**src/sv/hln_pkg.sv**
```systemverilog
// Shared constants and the controller state type for the hand landmark normalizer.
// Depends on nothing; imported by the core.
package hln_pkg;

  localparam int MAX_JOINTS = 21;
  localparam int COORD_BITS = 16;
  localparam int FRAC_BITS  = COORD_BITS - 2;
  localparam int SQRT_EXTRA = 5;

  localparam int REL_W  = COORD_BITS + 1;            // relative coordinate, signed
  localparam int SQ_W   = 2 * REL_W;                 // sum of three squares
  localparam int RAD_W  = SQ_W + 2 * SQRT_EXTRA;     // square root radicand
  localparam int S_W    = RAD_W / 2;                 // distance with extra fraction bits
  localparam int SHIFT  = FRAC_BITS + SQRT_EXTRA;
  localparam int NUM_W  = COORD_BITS + SHIFT + 1;    // rounded dividend
  localparam int Q_W    = FRAC_BITS + 1;             // quotient magnitude
  localparam int MEM_W  = 3 * REL_W;
  localparam int IDX_W  = $clog2(MAX_JOINTS);
  localparam int CNT_W  = $clog2(MAX_JOINTS + 1);
  localparam int DCNT_W = $clog2(Q_W);

  typedef enum logic [2:0] {
    ST_IDLE,
    ST_SQ,
    ST_ROOT_LD,
    ST_ROOT,
    ST_RD,
    ST_PREP,
    ST_DIV,
    ST_OUT
  } state_t;

endpackage

```
**src/sv/hand_landmark_normalizer_core.sv**
```systemverilog
// Hand landmark normalizer core: point store, squared distance tracking,
// square root and per-point division. Depends on hln_pkg.
//
// Usage:
//   Input: drive joint_x/y/z and set_end with start high; the point is taken
//   at a rising edge where start is high and busy is low. The first point of
//   a set is the origin; set_end marks the last point. Points past
//   MAX_JOINTS in one set are dropped, but their set_end still ends the set.
//   For each stored point, the accept cycle writes the relative point to the
//   store, then the ST_SQ steps square and accumulate the three coordinates
//   through one multiplier and update the running maximum.
//   Output: after the last point, a bit-serial square root runs, then each
//   stored point is read from the store and its three coordinates are
//   divided in parallel, one quotient bit a cycle; each result passes
//   through read, setup, the divide steps and output.
//   result_valid pulses for one cycle with norm_x/y/z and out_end; out_end
//   marks the last result of the set. The receiver cannot stall; busy
//   holds off new points until the final result is registered.
//   Reset (synchronous, active high) empties the set and returns to idle;
//   the store contents are not cleared, only entries written in the current
//   set are read.
module hand_landmark_normalizer_core
  import hln_pkg::*;
(
  input  logic                         clk,
  input  logic                         rst,
  input  logic                         start,
  output logic                         busy,
  input  logic signed [COORD_BITS-1:0] joint_x,
  input  logic signed [COORD_BITS-1:0] joint_y,
  input  logic signed [COORD_BITS-1:0] joint_z,
  input  logic                         set_end,
  output logic                         result_valid,
  output logic signed [COORD_BITS-1:0] norm_x,
  output logic signed [COORD_BITS-1:0] norm_y,
  output logic signed [COORD_BITS-1:0] norm_z,
  output logic                         out_end
);

  state_t state, state_next;

  logic [MEM_W-1:0] store_mem [MAX_JOINTS];
  logic [MEM_W-1:0] rd_data;

  logic signed [COORD_BITS-1:0] origin [3];
  logic [CNT_W-1:0]             point_count;
  logic [SQ_W-1:0]              max_sq;

  logic signed [REL_W-1:0] rel_hold [3];
  logic                    end_flag;
  logic [1:0]              sq_idx;
  logic [SQ_W-1:0]         sq_prod;
  logic [SQ_W-1:0]         sq_acc;

  logic [RAD_W-1:0] root_v;
  logic [RAD_W-1:0] root_res;
  logic [RAD_W-1:0] root_bit;
  logic [S_W-1:0]   root_s;

  logic [IDX_W-1:0]  emit_idx;
  logic [DCNT_W-1:0] div_cnt;
  logic [S_W-1:0]    div_rem [3];
  logic [Q_W-1:0]    div_low [3];
  logic [Q_W-1:0]    div_q   [3];
  logic              lane_neg [3];
  logic [COORD_BITS-1:0] rel_lo [3];

  // control decode
  logic acc_fire, store_ok, mem_we, rd_en, emit_fire, emit_last;

  // datapath combinational
  logic signed [COORD_BITS-1:0] p_in [3];
  logic signed [REL_W-1:0]      rel_in [3];
  logic signed [REL_W-1:0]      sq_sel;
  logic signed [SQ_W-1:0]       sq_mul;
  logic [SQ_W-1:0]              sq_total;
  logic [RAD_W:0]               root_sum;
  logic                         root_ge;
  logic signed [REL_W-1:0]      rd_rel [3];
  logic [COORD_BITS-1:0]        rd_mag [3];
  logic [NUM_W-1:0]             lane_num [3];
  logic [S_W:0]                 div_t [3];
  logic                         div_ge [3];
  logic [COORD_BITS-1:0]        norm_val [3];

  assign store_ok  = point_count < CNT_W'(MAX_JOINTS);
  assign emit_last = (CNT_W'(emit_idx) + CNT_W'(1)) == point_count;

  assign p_in[0] = joint_x;
  assign p_in[1] = joint_y;
  assign p_in[2] = joint_z;

  // next state
  always_comb begin
    state_next = state;
    case (state)
      ST_IDLE: begin
        if (start) begin
          if (store_ok) state_next = ST_SQ;
          else if (set_end) state_next = ST_ROOT_LD;
        end
      end
      ST_SQ: begin
        if (sq_idx == 2'd3) state_next = end_flag ? ST_ROOT_LD : ST_IDLE;
      end
      ST_ROOT_LD: state_next = ST_ROOT;
      ST_ROOT: begin
        if (root_bit[0]) state_next = ST_RD;
      end
      ST_RD:   state_next = ST_PREP;
      ST_PREP: state_next = ST_DIV;
      ST_DIV: begin
        if (div_cnt == DCNT_W'(Q_W - 1)) state_next = ST_OUT;
      end
      ST_OUT:  state_next = emit_last ? ST_IDLE : ST_RD;
      default: state_next = ST_IDLE;
    endcase
  end

  // control outputs
  always_comb begin
    busy      = 1'b1;
    acc_fire  = 1'b0;
    rd_en     = 1'b0;
    emit_fire = 1'b0;
    case (state)
      ST_IDLE: begin
        busy     = 1'b0;
        acc_fire = start;
      end
      ST_RD:   rd_en = 1'b1;
      ST_OUT:  emit_fire = 1'b1;
      default: busy = 1'b1;
    endcase
    mem_we = acc_fire && store_ok;
  end

  // datapath combinational
  always_comb begin
    for (int k = 0; k < 3; k++) begin
      rel_in[k] = (point_count == '0) ? '0
                : REL_W'(p_in[k]) - REL_W'(origin[k]);
    end

    case (sq_idx)
      2'd0:    sq_sel = rel_hold[0];
      2'd1:    sq_sel = rel_hold[1];
      2'd2:    sq_sel = rel_hold[2];
      default: sq_sel = '0;
    endcase
    sq_mul   = sq_sel * sq_sel;
    sq_total = sq_acc + sq_prod;

    root_sum = {1'b0, root_res} + {1'b0, root_bit};
    root_ge  = {1'b0, root_v} >= root_sum;

    for (int k = 0; k < 3; k++) begin
      rd_rel[k]   = $signed(rd_data[(2-k)*REL_W +: REL_W]);
      rd_mag[k]   = rd_rel[k][REL_W-1] ? COORD_BITS'(-rd_rel[k]) : COORD_BITS'(rd_rel[k]);
      lane_num[k] = NUM_W'({rd_mag[k], {SHIFT{1'b0}}}) + NUM_W'(root_s >> 1);
      div_t[k]    = {div_rem[k], div_low[k][Q_W-1]};
      div_ge[k]   = div_t[k] >= {1'b0, root_s};
      if (root_s == '0) norm_val[k] = rel_lo[k];
      else if (lane_neg[k]) norm_val[k] = -COORD_BITS'(div_q[k]);
      else norm_val[k] = COORD_BITS'(div_q[k]);
    end
  end

  // point store: one write port, one registered read port
  always_ff @(posedge clk) begin
    if (mem_we) begin
      store_mem[point_count[IDX_W-1:0]] <= {rel_in[0], rel_in[1], rel_in[2]};
    end
    if (rd_en) begin
      rd_data <= store_mem[emit_idx];
    end
  end

  // control state
  always_ff @(posedge clk) begin
    if (rst) begin
      state        <= ST_IDLE;
      point_count  <= '0;
      max_sq       <= '0;
      result_valid <= 1'b0;
      for (int k = 0; k < 3; k++) origin[k] <= '0;
    end else begin
      state        <= state_next;
      result_valid <= emit_fire;
      if (acc_fire && point_count == '0) begin
        for (int k = 0; k < 3; k++) origin[k] <= p_in[k];
      end
      if (mem_we) point_count <= point_count + CNT_W'(1);
      if (state == ST_SQ && sq_idx == 2'd3 && sq_total > max_sq) max_sq <= sq_total;
      // set delivered: empty the block for the next set
      if (emit_fire && emit_last) begin
        point_count <= '0;
        max_sq      <= '0;
        for (int k = 0; k < 3; k++) origin[k] <= '0;
      end
    end
  end

  // datapath registers
  always_ff @(posedge clk) begin
    if (acc_fire) begin
      for (int k = 0; k < 3; k++) rel_hold[k] <= rel_in[k];
      end_flag <= set_end;
      sq_idx   <= 2'd0;
    end

    if (state == ST_SQ) begin
      sq_idx  <= sq_idx + 2'd1;
      sq_prod <= SQ_W'(sq_mul);
      case (sq_idx)
        2'd0:    sq_acc <= '0;
        2'd1:    sq_acc <= sq_prod;
        default: sq_acc <= sq_total;
      endcase
    end

    if (state == ST_ROOT_LD) begin
      root_v   <= {max_sq, {(2*SQRT_EXTRA){1'b0}}};
      root_res <= '0;
      root_bit <= {2'b01, {(RAD_W-2){1'b0}}};
      emit_idx <= '0;
    end

    // one result bit per step
    if (state == ST_ROOT) begin
      if (root_ge) begin
        root_v   <= RAD_W'({1'b0, root_v} - root_sum);
        root_res <= (root_res >> 1) + root_bit;
      end else begin
        root_res <= root_res >> 1;
      end
      root_bit <= root_bit >> 2;
    end

    if (state == ST_RD) begin
      root_s <= root_res[S_W-1:0];
    end

    if (state == ST_PREP) begin
      div_cnt <= '0;
      for (int k = 0; k < 3; k++) begin
        div_rem[k]  <= S_W'(lane_num[k][NUM_W-1:Q_W]);
        div_low[k]  <= lane_num[k][Q_W-1:0];
        div_q[k]    <= '0;
        lane_neg[k] <= rd_rel[k][REL_W-1];
        rel_lo[k]   <= rd_rel[k][COORD_BITS-1:0];
      end
    end

    // restoring divide, three lanes share the divisor
    if (state == ST_DIV) begin
      div_cnt <= div_cnt + DCNT_W'(1);
      for (int k = 0; k < 3; k++) begin
        div_rem[k] <= div_ge[k] ? S_W'(div_t[k] - {1'b0, root_s}) : S_W'(div_t[k]);
        div_low[k] <= div_low[k] << 1;
        div_q[k]   <= {div_q[k][Q_W-2:0], div_ge[k]};
      end
    end

    if (emit_fire) begin
      norm_x   <= norm_val[0];
      norm_y   <= norm_val[1];
      norm_z   <= norm_val[2];
      out_end  <= emit_last;
      emit_idx <= emit_idx + IDX_W'(1);
    end
  end

`ifndef SYNTHESIS
  a_strobe_from_out: assert property (@(posedge clk) disable iff (rst)
    result_valid |-> $past(state == ST_OUT))
    else $error("result strobe without output step");

  a_count_bound: assert property (@(posedge clk) disable iff (rst)
    point_count <= CNT_W'(MAX_JOINTS))
    else $error("point count beyond store depth");

  a_set_cleared: assert property (@(posedge clk) disable iff (rst)
    (emit_fire && emit_last) |=> (point_count == '0 && max_sq == '0))
    else $error("set not emptied after last beat");

  a_rem_below_divisor: assert property (@(posedge clk) disable iff (rst)
    (state == ST_DIV && root_s != '0) |-> (div_rem[0] < root_s && div_rem[1] < root_s
                                           && div_rem[2] < root_s))
    else $error("divider remainder out of range");

  a_origin_capture: assert property (@(posedge clk) disable iff (rst)
    (acc_fire && point_count == '0) |=> (origin[0] == $past(joint_x)
                                         && origin[1] == $past(joint_y)
                                         && origin[2] == $past(joint_z)))
    else $error("origin not taken from first point");
`endif

endmodule
```
**config.mk**
```make
export PLATFORM = sky130hd
export DESIGN_NAME = hand_landmark_normalizer_core
export DESIGN_NICKNAME = d
export VERILOG_FILES = /design/src/sv/hln_pkg.sv /design/src/sv/hand_landmark_normalizer_core.sv
export SDC_FILE = /design/constraint.sdc
export NUM_CORES = 2
export LEC_CHECK = 0
export BUFFER_PORTS_ARGS = -buffer_cell sky130_fd_sc_hd__buf_4
export CORE_MARGIN = 3
export CORE_UTILIZATION = 50
export CTS_CLUSTER_SIZE = 12
export DETAILED_ROUTE_END_ITERATION = 10
export PLACE_DENSITY_LB_ADDON = 0.3
export SLEW_MARGIN = 25
export SYNTH_ARGS = -nofsm -noshare
export SYNTH_HDL_FRONTEND = slang
export SYNTH_SLANG_ARGS = --single-unit
```
**constraint.sdc**
```tcl
create_clock -name clk -period 16.07 [get_ports clk]
set_input_delay 1.607 -clock clk [delete_from_list [all_inputs] [get_ports clk]]
set_output_delay 1.607 -clock clk [all_outputs]
set_load 0.05 [all_outputs]
```
Word level (Yosys, flattened, before mapping):

Memories as Yosys holds them, arrays and structs flattened. A register that Yosys moved wholly into a read port is not among the register bits.
Cells that the tools add are included.

* add/sub/neg operators: 23
* $mul: 1
* magnitude comparators: 6
* equality and inequality tests: 17
* mux-type cells: 75
* bitwise operators: 15
* reductions and logical operators: 15

Operators by type and width (count)
* 44-bit 2-to-1 mux: 6
* 16-bit 2-to-1 mux: 15
* 22-bit 2-to-1 mux: 6
* 35-bit by 21-bit adder with 36-bit output: 3
* 15-bit 2-to-1 mux: 6
* 41-bit 2-to-1 mux: 2
* 23-bit by 22-bit greater-or-equal comparator with 1-bit output: 3
* 34-bit one-hot mux with 2 select lines: 1
* 22-bit subtractor: 3
* 17-bit 2-to-1 mux: 3
* 17-bit one-hot mux with 3 select lines: 1
* 16-bit by 16-bit subtractor with 17-bit output: 3
* 15-bit negation with 16-bit output: 3
* 16-bit negation: 3
* 44-bit by 43-bit adder with 45-bit output: 1
* 44-bit by 45-bit greater-or-equal comparator with 1-bit output: 1
* 43-bit by 43-bit adder with 44-bit output: 1
* 44-bit subtractor: 1
* 34-bit adder: 1
* 34-bit > comparator: 1
* 17-bit by 17-bit multiplier with 34-bit output: 1
* 3-bit one-hot mux with 8 select lines: 1
* 22-bit zero test: 1
* 3-bit 2-to-1 mux: 7
* 26 further kinds: 78

* flip-flop bits (word level): 304
* RAM bits: 1377
* input bits: 52
* output and inout port bits: 51
* word-level logic and storage cells: 179
* memories: 8

Memory list
* store_mem: words 21, bits a word 51, read ports 1, clocked after Yosys merged registers in 1, wr ports 1, RTL line hand_landmark_normalizer_core.sv:42 `logic [MEM_W-1:0] store_mem [MAX_JOINTS];`
* div_rem: words 3, bits a word 22, read ports 3, clocked after Yosys merged registers in 0, wr ports 3, RTL line hand_landmark_normalizer_core.sv:62 `logic [S_W-1:0] div_rem [3];`
* rel_hold: words 3, bits a word 17, read ports 3, clocked after Yosys merged registers in 0, wr ports 3, RTL line hand_landmark_normalizer_core.sv:49 `logic signed [REL_W-1:0] rel_hold [3];`
* origin: words 3, bits a word 16, read ports 3, clocked after Yosys merged registers in 0, wr ports 3, RTL line hand_landmark_normalizer_core.sv:45 `logic signed [COORD_BITS-1:0] origin [3];`
* rel_lo: words 3, bits a word 16, read ports 3, clocked after Yosys merged registers in 0, wr ports 3, RTL line hand_landmark_normalizer_core.sv:66 `logic [COORD_BITS-1:0] rel_lo [3];`
* div_low: words 3, bits a word 15, read ports 3, clocked after Yosys merged registers in 0, wr ports 3, RTL line hand_landmark_normalizer_core.sv:63 `logic [Q_W-1:0] div_low [3];`
* 2 more memories

Logic depth before layout (Yosys ltp):

* depth in word-level cells: 8
* gate-level depth with buffers: 32
* depth with buffers taken out: 30

Least setup slack after synthesis:

OpenSTA, ideal clock, no wires.

* path kind: reg-to-reg
* start point: reg sq_idx[0]
* end point: reg sq_prod[27], data pin
* arrival: 7143 ps
* data required time: 15812 ps
* setup slack: 8669 ps
* stages on the path, launching flop included: 29
* path buffers: 3
* period minus slack after synthesis: 7401 ps
* cell sequence: edfxtp_1 inv_1 ha_1 clkbuf_1 a222oi_1 or2_2 clkbuf_1 clkinv_1 clkbuf_1 nand2_1 fa_1 inv_1 fa_1 fa_1 fa_1 fa_1 inv_1 fa_1 inv_1 ha_1 o21ai_0 nand2b_1 a31oi_1 nand2_1 a21bo_2 a21o_1 a21o_1 a21oi_1 xnor2_1

* cells in the longest elaborated chain, start to end: 3

Ends and longest elaborated chain
* from (decl): RTL line hand_landmark_normalizer_core.sv:51 `logic [1:0] sq_idx;`
* from (signal assigned): RTL line hand_landmark_normalizer_core.sv:213 `sq_idx <= sq_idx + 2'd1;`
* 2-bit == test (tied with other cells): RTL line hand_landmark_normalizer_core.sv:145 `case (sq_idx)`
* 17-bit one-hot mux with 3 select lines (*): RTL line hand_landmark_normalizer_core.sv:145
* 17-bit by 17-bit multiplier with 34-bit output (*): RTL line hand_landmark_normalizer_core.sv:151 `sq_mul = sq_sel * sq_sel;`
* net sq_mul[27]: RTL line hand_landmark_normalizer_core.sv:75 `logic signed [SQ_W-1:0] sq_mul;`
* to (signal assigned): RTL line hand_landmark_normalizer_core.sv:214 `sq_prod <= SQ_W'(sq_mul);`
* to (decl): RTL line hand_landmark_normalizer_core.sv:52 `logic [SQ_W-1:0] sq_prod;`

Mark *: on every way through the listed nets, which the timed path passes. The rest lies on a longest branch.
A chain may end at the register's enable or synchronous reset.

Final worst setup path:

Ends and elaborated chain as after synthesis.

==> flow_metrics.env <==
export IMPL_synth_top_area_share_pct=53.9
export IMPL_setup_tns_ps=0
export IMPL_relSlewSlack_pct=27.3
export IMPL_setup_viol=0
export IMPL_most_common_layout_cells="1613 x edfxtp_1, 559 x inv_1, 457 x nor2_1"
export IMPL_vias_per_cell=5.91
export IMPL_worstPathRequired_ps=16650
export IMPL_synth_flop_cell="edfxtp_1"
export IMPL_register_area_sq_um=50200
export IMPL_rsz0062_at_grt="no"
export IMPL_cts_htree_levels=4
export IMPL_cpLargestDelayFamily="adder cells"
export IMPL_mostFrequentLayoutCell="edfxtp_1"
export IMPL_ys_seq_elements=1701
export IMPL_hold_buffers=0
export IMPL_globalRouteTotalUtil_pct=24.0
export IMPL_wire_per_inst_um=23.8
export IMPL_synth_warnings=0
export IMPL_postCtsSetupRepairBufs=0
export IMPL_synth_cell_types=88
export IMPL_vias=54939
export IMPL_rows=154
export IMPL_die_area_sq_um=185000
export IMPL_grt_max_degree=96
export IMPL_slew_violations=0
export IMPL_post_route_drc_count=0
export IMPL_core_area_sq_um=177000
export IMPL_grt_ovfl_total=0
export IMPL_yosysTopAreaCell="edfxtp_1"
export IMPL_ant_nets=0
export IMPL_nFillCells=14141
export IMPL_syn_to_final_growth_pct=10.7
export IMPL_max_cap_viol_count=0
export IMPL_cp_data_arrival_time_ps=8840
export IMPL_worst_path_buf_inv=7
export IMPL_crit_type="reg -> reg"
export IMPL_slowest_delay_ps=860
export IMPL_seq_area_frac_synth_pct=55.8
export IMPL_chipWidth_um=430
export IMPL_drt_wl_total_mm=221
export IMPL_gp_congestion=0.903
export IMPL_grt_pass1_vias=55400
export IMPL_skew_ps=50.2
export IMPL_cts_buffers=178
export IMPL_clock_latency_ps=840
export IMPL_period_needed_ps=8260
export IMPL_drtPass1Iterations=6
export IMPL_syn_cell_area_sq_um=89900
export IMPL_period_share_pct=51.4
export IMPL_synthTopCellsByArea="edfxtp_1 54%, mux4_2 7.7%, fa_1 6.1%"
export IMPL_critPathSlowestCell="a222oi_1"
export IMPL_drt_initial_drc_count=5074
export IMPL_cts_tree="built"
export IMPL_synthCells=6686
export IMPL_clock_sinks=1701
export IMPL_fmax_mhz=121
export IMPL_syn_num_nets=7394
export IMPL_grt_pass1_wl_mm=339
export IMPL_hpwl_mm=144
export IMPL_drive_above_1_share_pct=12.7
export IMPL_critPathMaxFanout=17
export IMPL_synthArstFlopShare_pct=0
export IMPL_clockRootBuffer="clkbuf_16"
export IMPL_tightestPinTransition_ps=1090
export IMPL_outcome="complete, no violations"
export IMPL_antenna_found_initial=8
export IMPL_min_path_type="reg -> reg"
export IMPL_cp_start_kind="flop"
export IMPL_start_util_pct=50.7
export IMPL_io_buffers=102
export IMPL_synth_edf_count=1613
export IMPL_syn_avg_cell_area_sq_um=13.4
export IMPL_multiInputGateArea_sq_um=37000
export IMPL_ctsResizeCount=0
export IMPL_fin_nets=7556
export IMPL_cts_clk_slew_worst_paths_ps=60
export IMPL_io_pins=103
export IMPL_end_kind="flop"
export IMPL_chipHeight_um=430
export IMPL_cts_buffer_depth=3
export IMPL_hold_violations=0
## cells by family after synthesis
kind of cell	synth area share (%)
buffers and inverters	3.40
adder cells (fa/ha/maj)	11.4
AND/OR/NAND/NOR	8.03
multiplexers	9.56
flip-flops	55.8
AO/OA/AOI/OAI	8.05
XOR/XNOR	3.67
## through the flow
| stage | setup slack (ps) | instances | area (sq um) | utilization [%] | hold WS [ps] |
|---|---|---|---|---|---|
| after CTS | 7800 | 9294 | 99500 | 56.0 | 463 |
| final | 7810 | 9296 | 99500 | 56.1 | 461 |
| after detailed placement | 7840 | 9008 | 93900 | 52.9 | 456 |
| after global routing | 7180 | 9294 | 99500 | 56.1 | 488 |
| after floorplan | 8670 | 6686 | 89900 | - | 424 |
| after global placement | 7980 | 9007 | 93900 | 52.9 | 448 |
## routing by layer
metal / routed length [um] / track usage, % / up-vias
met5: 21 / 0 / -
met4: 5450 / 6.79 / 4
met3: 15900 / 4.34 / 339
met2: 106000 / 39.0 / 1869
met1: 94000 / 33.3 / 27706
li1: - / - / 25021
## final cells by class
class                      count  share of cell area [%]
multi-input combinational   4181                    37.2
clock buffer                 229                    4.85
antenna                        2                 0.00503
sequential                  1701                    50.5
inverter                     567                    2.14
clock inverter                57                   0.736
tap                         2340                    2.94
timing repair buffer         219                    1.71
## path summary, 6_finish.rpt
kind,start,endpoint,slack [ps],depth (start not counted)
worst min register to register,root_v[0],root_v[0],460,2
worst max register to register,sq_idx[0],sq_prod[27],7810,28
worst min-delay path,root_v[0],root_v[0],460,2
worst max-delay path,sq_idx[0],sq_prod[27],7810,28
## synth_stat cells, types with 60 or more instances
library cell,n
a31oi_1,60
ha_1,380
a21oi_1,309
xor2_1,167
mux2i_1,167
fa_1,276
inv_1,563
and2_1,129
mux4_2,306
xnor2_1,207
dfxtp_1,88
clkbuf_1,186
nor3_1,99
o21ai_0,299
edfxtp_1,1613
nor2_1,482
a21o_1,101
nand2_1,422
nand3_1,68
## registers in the layout (all words and copies together), names as in the netlist, 4 cells and up
name and count:
store_mem 1071, div_rem 66, rd_data 51, rel_hold 51, origin 48, rel_lo 48, div_q 45, root_res 44
root_v 44, max_sq 34, sq_acc 34, sq_prod 33, root_bit 22, root_s 22, norm_x 16, norm_y 16
norm_z 16, div_low 15, emit_idx 5, point_count 5, div_cnt 4
## worst min-delay path, delay by kind of cell (launching register included)
| family | cells | cell delay (ps) |
|---|---|---|
| and+or+nand+nor | 1 | 60 |
| AOI/OAI and AO/OA | 1 | 50 |
| DFF | 1 | 310 |
Power is left out: the tool's default activity adds up to more than one toggle a clock period on the data nets, which glitch-free logic cannot reach.
